$ cat src/sv/cmc_pkg.sv
package cmc_pkg;

   // colour model codes
   localparam logic [1:0] MODEL_CMYK = 2'd0;
   localparam logic [1:0] MODEL_RGB  = 2'd1;
   localparam logic [1:0] MODEL_HSL  = 2'd2;
   localparam logic [1:0] MODEL_HSV  = 2'd3;

   // hue sextant codes
   localparam logic [2:0] SEC_0 = 3'd0;
   localparam logic [2:0] SEC_1 = 3'd1;
   localparam logic [2:0] SEC_2 = 3'd2;
   localparam logic [2:0] SEC_3 = 3'd3;
   localparam logic [2:0] SEC_4 = 3'd4;
   localparam logic [2:0] SEC_5 = 3'd5;

   // default widths
   localparam int COMP_BITS_DEF     = 12;
   localparam int HUE_FRAC_BITS_DEF = 4;

endpackage

$ cat src/sv/cmc_div.sv
module cmc_div
   import cmc_pkg::*;
#(
   parameter int NW = 25,
   parameter int DW = 12,
   parameter int QW = 12
) (
   input  logic          clock,
   input  logic [NW-1:0] num,
   input  logic [DW-1:0] den,
   output logic [QW-1:0] quo
);

   logic [NW-1:0] rem_ff [QW+1];
   logic [DW-1:0] den_ff [QW+1];
   logic [QW-1:0] quo_ff [QW+1];

   // first stage adds half the divisor for round to nearest
   always_ff @(posedge clock) begin
      rem_ff[0] <= num + NW'(den >> 1);
      den_ff[0] <= den;
      quo_ff[0] <= '0;
   end

   // one quotient bit per stage, most significant first
   for (genvar k = 1; k <= QW; k++) begin : g_stage
      logic [NW:0]   trial_in;
      logic [QW-1:0] bit_in;
      always_comb begin
         trial_in = {1'b0, rem_ff[k-1]} - ((NW+1)'(den_ff[k-1]) << (QW - k));
         bit_in   = quo_ff[k-1];
         bit_in[QW-k] = ~trial_in[NW];
      end
      always_ff @(posedge clock) begin
         rem_ff[k] <= trial_in[NW] ? rem_ff[k-1] : trial_in[NW-1:0];
         den_ff[k] <= den_ff[k-1];
         quo_ff[k] <= bit_in;
      end
   end

   // a zero divisor gives zero
   assign quo = (den_ff[QW] == '0) ? '0 : quo_ff[QW];

endmodule

$ cat config.mk
export PLATFORM = sky130hd
export DESIGN_NAME = cmc_div
export DESIGN_NICKNAME = d
export VERILOG_FILES = /design/src/sv/cmc_pkg.sv /design/src/sv/cmc_div.sv
export SDC_FILE = /design/constraint.sdc
export NUM_CORES = 1
export LEC_CHECK = 0
export ABC_AREA = 1
export BUFFER_PORTS_ARGS = -buffer_cell sky130_fd_sc_hd__buf_2
export CAP_MARGIN = 20
export CORE_AREA = 2 2 265 215
export CTS_BUF_LIST = sky130_fd_sc_hd__clkbuf_8
export DETAILED_ROUTE_END_ITERATION = 12
export DIE_AREA = 0 0 267 217
export PLACE_DENSITY = 0.56
export SETUP_SLACK_MARGIN = 0.1
export SYNTH_ARGS = -nofsm -noshare
export SYNTH_HDL_FRONTEND = slang
export SYNTH_SLANG_ARGS = --single-unit
$ cat constraint.sdc
create_clock -name clock -period 3.3 [get_ports clock]
set_clock_uncertainty 0.2 [all_clocks]
set_input_delay 0.66 -clock clock [delete_from_list [all_inputs] [get_ports clock]]
set_output_delay 0.66 -clock clock [all_outputs]
set_load 0.01 [all_outputs]
Word level (Yosys, flattened, before mapping)
Memories as Yosys holds them, arrays and structs flattened.
Cells that the tools add are included.
- output and inout bits: 12
- RAM bits: 637
- bits of input ports: 38
- memories kept: 3
- bits in registers: 0
- word-level logic and storage cells: 42
- bitwise operators: 12
- $add $sub $neg: 13
- reduce and logical (&&, ||, !) cells: 1
- multiplexer cells: 13
- memories (name ; words ; bits a word ; rd ports ; clocked after Yosys merged registers in ; write ports ; RTL line ; source):
    rem_ff ; 13 ; 25 ; 12 ; 0 ; 13 ; cmc_div.sv:14 ; logic [NW-1:0] rem_ff [QW+1];
    den_ff ; 13 ; 12 ; 13 ; 0 ; 13 ; cmc_div.sv:15 ; logic [DW-1:0] den_ff [QW+1];
    quo_ff ; 13 ; 12 ; 13 ; 0 ; 13 ; cmc_div.sv:16 ; logic [QW-1:0] quo_ff [QW+1];
- operator list (cell ; number):
    25-bit two-way mux ; 12
    25-bit by 12-bit subtractor with 26-bit output ; 1
    25-bit by 13-bit subtractor with 26-bit output ; 1
    25-bit by 14-bit subtractor with 26-bit output ; 1
    25-bit by 15-bit subtractor with 26-bit output ; 1
    25-bit by 16-bit subtractor with 26-bit output ; 1
    25-bit by 17-bit subtractor with 26-bit output ; 1
    25-bit by 18-bit subtractor with 26-bit output ; 1
    25-bit by 19-bit subtractor with 26-bit output ; 1
    25-bit by 20-bit subtractor with 26-bit output ; 1
    25-bit by 21-bit subtractor with 26-bit output ; 1
    25-bit by 22-bit subtractor with 26-bit output ; 1
    25-bit by 23-bit subtractor with 26-bit output ; 1
    25-bit by 11-bit adder with 25-bit output ; 1
    12-bit zero test ; 1
    12-bit two-way mux ; 1
    1-bit NOT ; 12

Longest topological paths before layout
- depth after elaboration: 2
- depth in mapped cells: 14
- mapped depth without buffers: 14

Worst setup path after synthesis
OpenSTA, ideal clock, no wires.
- path kind: input-to-reg
- from: in num[0]
- to: mem rem_ff[0][14]
- arrival: 1.894 ns
- required time: 2.979 ns
- path buffers: 0
- setup time: 0.121 ns
- stages on the path: 9
- path slack: 1.085 ns
- cell sequence: ha_1 -> fa_1 -> nand3_1 -> nand2_1 -> nand3_1 -> nand2_1 -> nand2_1 -> nand2_1 -> xor2_1
- RTL lines (item ; RTL line ; source):
    start, declared ; cmc_div.sv:9 ; input logic [NW-1:0] num,
    end, declared ; cmc_div.sv:14 ;

==> metrics.md <==
| Metric | Value |
|---|---|
| Status | `finished, final reports clean` |
| Synthesis-stage register bit count | `534` |
| Total grt overflow | `0` |
| Commonest register cell after synthesis | `dfxtp_1` |
| Overall routed net length | `60870 um` |
| Max frequency | `between 0.3 and 0.4 GHz` |
| Flop pwr share | `around 36%` |
| Die Wd | `267 um` |
| Final TNS setup | `0 ns` |
| Rel. slew slack | `41.38%` |
| DRC viols | `0` |
| CTS buffer count | `87` |
| Row cnt | `78` |
| VDD IR max | `between 0.3 and 0.4 mV` |
| Post-Synth Simple-Gate Area | `roughly 28%` |
| Clock network power share | `between 20% and 30%` |
| Fin. max-slew vios | `0` |
| Nature of the critical path startpoint | `flip-flop` |
| Final GP Congestion | `0.9111` |
| Synth Area in XOR/XNOR | `3.777%` |
| Nets | `3654` |
| Average wire per standard cell | `14.22 um` |
| Initial DRC count | `1236` |
| Vias | `a little over 20000` |
| Multiplexer area fraction after synthesis | `0%` |
| RSZ-0062 raised after global routing | `no` |
| Synth Area in Adders | `8.816%` |
| Htree depth | `3` |
| CTS root buf | `clkbuf_8` |
| First-pass iteration count of the detailed router | `5` |
| Vias in the first global route | `19448` |
| Post-synth ARST share | `0%` |
| Count of non-filler cells in the finished layout | `4281` |
| Final Critical Period | `around 3.0 ns` |
| EDFF count, synth | `0` |
| Worst EP required | `2.44 ns` |
| Vias per cell | `4.731` |
| # Max-Cap Violations | `0` |
| Port Buffers | `49` |
| Boundary Pins | `50` |
| Worst slew pin tran | `0.8715 ns` |
| Routed Antenna Nets | `0` |
| Fin. Hold Viols | `0` |
| Core area | `between 50000 and 60000 sq um` |
| Number of antenna repair diodes | `0` |
| Hold crit path type | `primary input to flip-flop` |
| Die area | `57940 sq um` |
| Internal Power | `0.01570 W` |
| Syn Area/Cell | `approximately 7.4 sq um` |
| CP max FO | `9` |
| CP arrival | `between 2 and 2.5 ns` |
| Critical path type | `flip-flop to output pin` |
| Cell taking the most area after synthesis | `dfxtp_1` |
| Dpl hpwl | `between 40000 and 50000 um` |
| Synthesis-to-layout area growth | `12.66%` |
| Psw | `0.01076 W` |
| Chip Height | `217 um` |
| Critical Path Sink Type | `output pin` |
| Initial antenna violation count | `0` |
| Fill count | `5503` |
| Worst-path clk slew | `0.06 ns` |
| Top cell type's share of synthesized area | `43.49%` |
| Synth Area in Compound Gates | `under 10%` |
| Netlist cell types | `45` |
| Gate count after technology mapping | `3315` |
| CTS tree | `yes` |
| Top cells by area, synth | `dfxtp_1 (43%), nand2_1 (16%), ha_1 (7.8%), inv_1 (7.6%), nor2_1 (4.4%)` |
| Final Setup Violations | `0` |
| Syn nets | `3519` |
| Post-synthesis sequential area ratio | `43.49%` |
| Static Leak | `14.00 nW` |
| Most frequent cells in the layout | `nand2_1 (1026), dfxtp_1 (534), inv_1 (514)` |
| Placed instance count | `between 4000 and 5000` |
| Layout cell share with drive strength beyond 1 | `8.009%` |
| Largest net degree at the start of global routing | `31` |
| Cell Area, Synth | `24580 sq um` |
| Commonest non-fill, non-tap cell in the layout | `nand2_1` |
| Final worst-path cycle share | `91.55%` |
| Worst skew pair latency | `~0.68 ns` |
| Clk buf depth | `3` |
| Synth Warn # | `0` |
| Initial cell density of the core | `44.11%` |
| Clk sinks | `534` |
| First-pass GRT wire length | `99230 um` |
| Comb power frac | `41.3%` |
| Largest family of logic cells by synthesized area | `simple AND/OR/NAND/NOR gates` |
| Setup Buffers After CTS | `0` |
| Pwr Density | `955.6 nW/um^2` |
| GRT Resource Usage Total | `a little over a fifth` |
| Sw frac | `40.66%` |
## sequential cells by signal (all words and copies together), names as in the netlist
register,flops
quo_ff,78
rem_ff,300
den_ff,156
## critical path, stage by stage, from the launching register on
cell and delay (ns):
dfxtp_1 0.30, nor4_1 0.38, and3_1 0.34, buf_6 0.25, nor2_1 0.08, buf_2 0.15
## final timing paths
| check | start | slack, ns | depth (start not counted) | to |
|---|---|---|---|---|
| min reg2reg | rem_ff[1][54] | 0.11 | 0 | rem_ff[1][79] |
| min | num[18] | 0.06 | 3 | rem_ff[0][18] |
| max reg2reg | den_ff[1][0] | 0.78 | 12 | rem_ff[2][39] |
| max | den_ff[1][49] | 0.28 | 5 | quo[3] |
## Yosys cell counts, types with 2 or more instances
| library cell | number |
|---|---|
| inv_2 | 20 |
| nor3_1 | 32 |
| nand2_1 | 1026 |
| o21bai_1 | 2 |
| fa_1 | 12 |
| a21boi_0 | 2 |
| nand3_2 | 3 |
| xnor2_1 | 67 |
| and2_1 | 13 |
| nor4_1 | 7 |
| o21ai_1 | 56 |
| buf_4 | 11 |
| inv_4 | 3 |
| nor2_2 | 5 |
| nand3_1 | 198 |
| o21ai_2 | 23 |
| nand4_1 | 34 |
| nand3b_1 | 44 |
| a21oi_2 | 12 |
| buf_6 | 7 |
| dfxtp_1 | 534 |
| nand3_4 | 2 |
| nand2_4 | 2 |
| ha_1 | 154 |
| o21ai_0 | 48 |
| nand2_2 | 9 |
| a21o_1 | 7 |
| a21oi_1 | 138 |
| nor2_1 | 285 |
| xor2_1 | 39 |
| buf_2 | 7 |
| nor3_2 | 3 |
| inv_1 | 498 |
## logic make-up (layout without fill, tap and decap cells)
kind of cell               after synthesis  count (layout)
and+or+nand+nor                       1669            1669
DFF                                    534             534
xor gates and xnor gates               106             106
AOI/OAI and AO/OA                      292             292
adders and majority gates              166             166
buffers and inverters                  548             754
## layer usage
| metal | track usage (%) | up-vias | routed length (um) |
|---|---|---|---|
| li1 | - | 10638 | - |
| met1 | 30.01 | 9045 | 30050 |
| met2 | 33.84 | 482 | 26440 |
| met3 | 4.220 | 90 | 3340 |
| met4 | 5.112 | 0 | 1039 |
| met5 | 0 | - | 0 |
## per-stage QoR
| stage | worst slack [ns] | hold WS [ns] | utilization [%] | total power [W] | instance area [sq um] |
|---|---|---|---|---|---|
| final | 0.2790 | 0.05952 | 49.69 | 0.02646 | 27690 |
| after floorplan | 1.085 | 0.1096 | - | 0.01755 | 24580 |
| after detailed placement | 0.7646 | 0.1121 | 45.95 | 0.02048 | 25610 |
| after CTS | 0.1301 | 0.001010 | 49.69 | 0.02667 | 27690 |
| after global placement | 0.7276 | 0.1097 | 45.95 | 0.02039 | 25610 |
| after global routing | 0.1056 | 0.01558 | 49.69 | 0.02876 | 27690 |
## power by group through the flow
stage,clock (W),sequential (W),combinational [W]
after detailed placement,0,0.00967,0.0108
after global placement,0,0.00969,0.0107
after floorplan,0,0.00909,0.00846
after global routing,0.00655,0.00971,0.0125
final,0.00602,0.00952,0.0109
after CTS,0.00624,0.00955,0.0109
## final cells by class
cell class                      count  area [sq um]  share of cell area, %
Multi-Input combinational cell   2233         11720                  42.33
Sequential cell                   534         10690                  38.60
Inverter                          522          1967                  7.103
Clock buffer                      109          1500                  5.417
Tap cell                          760         950.9                  3.434
Timing Repair Buffer               72         469.2                  1.694
Clock inverter                     51         392.9                  1.419
## what timing repair did
item | CTS | global route
gates resized for setup | 0 | 1
endpoints found under the hold margin | 19 | 0
hold buffers | 19 | 0
endpoints found under the setup margin | 0 | 9
Note: power is estimated with default switching activity, not from simulation.
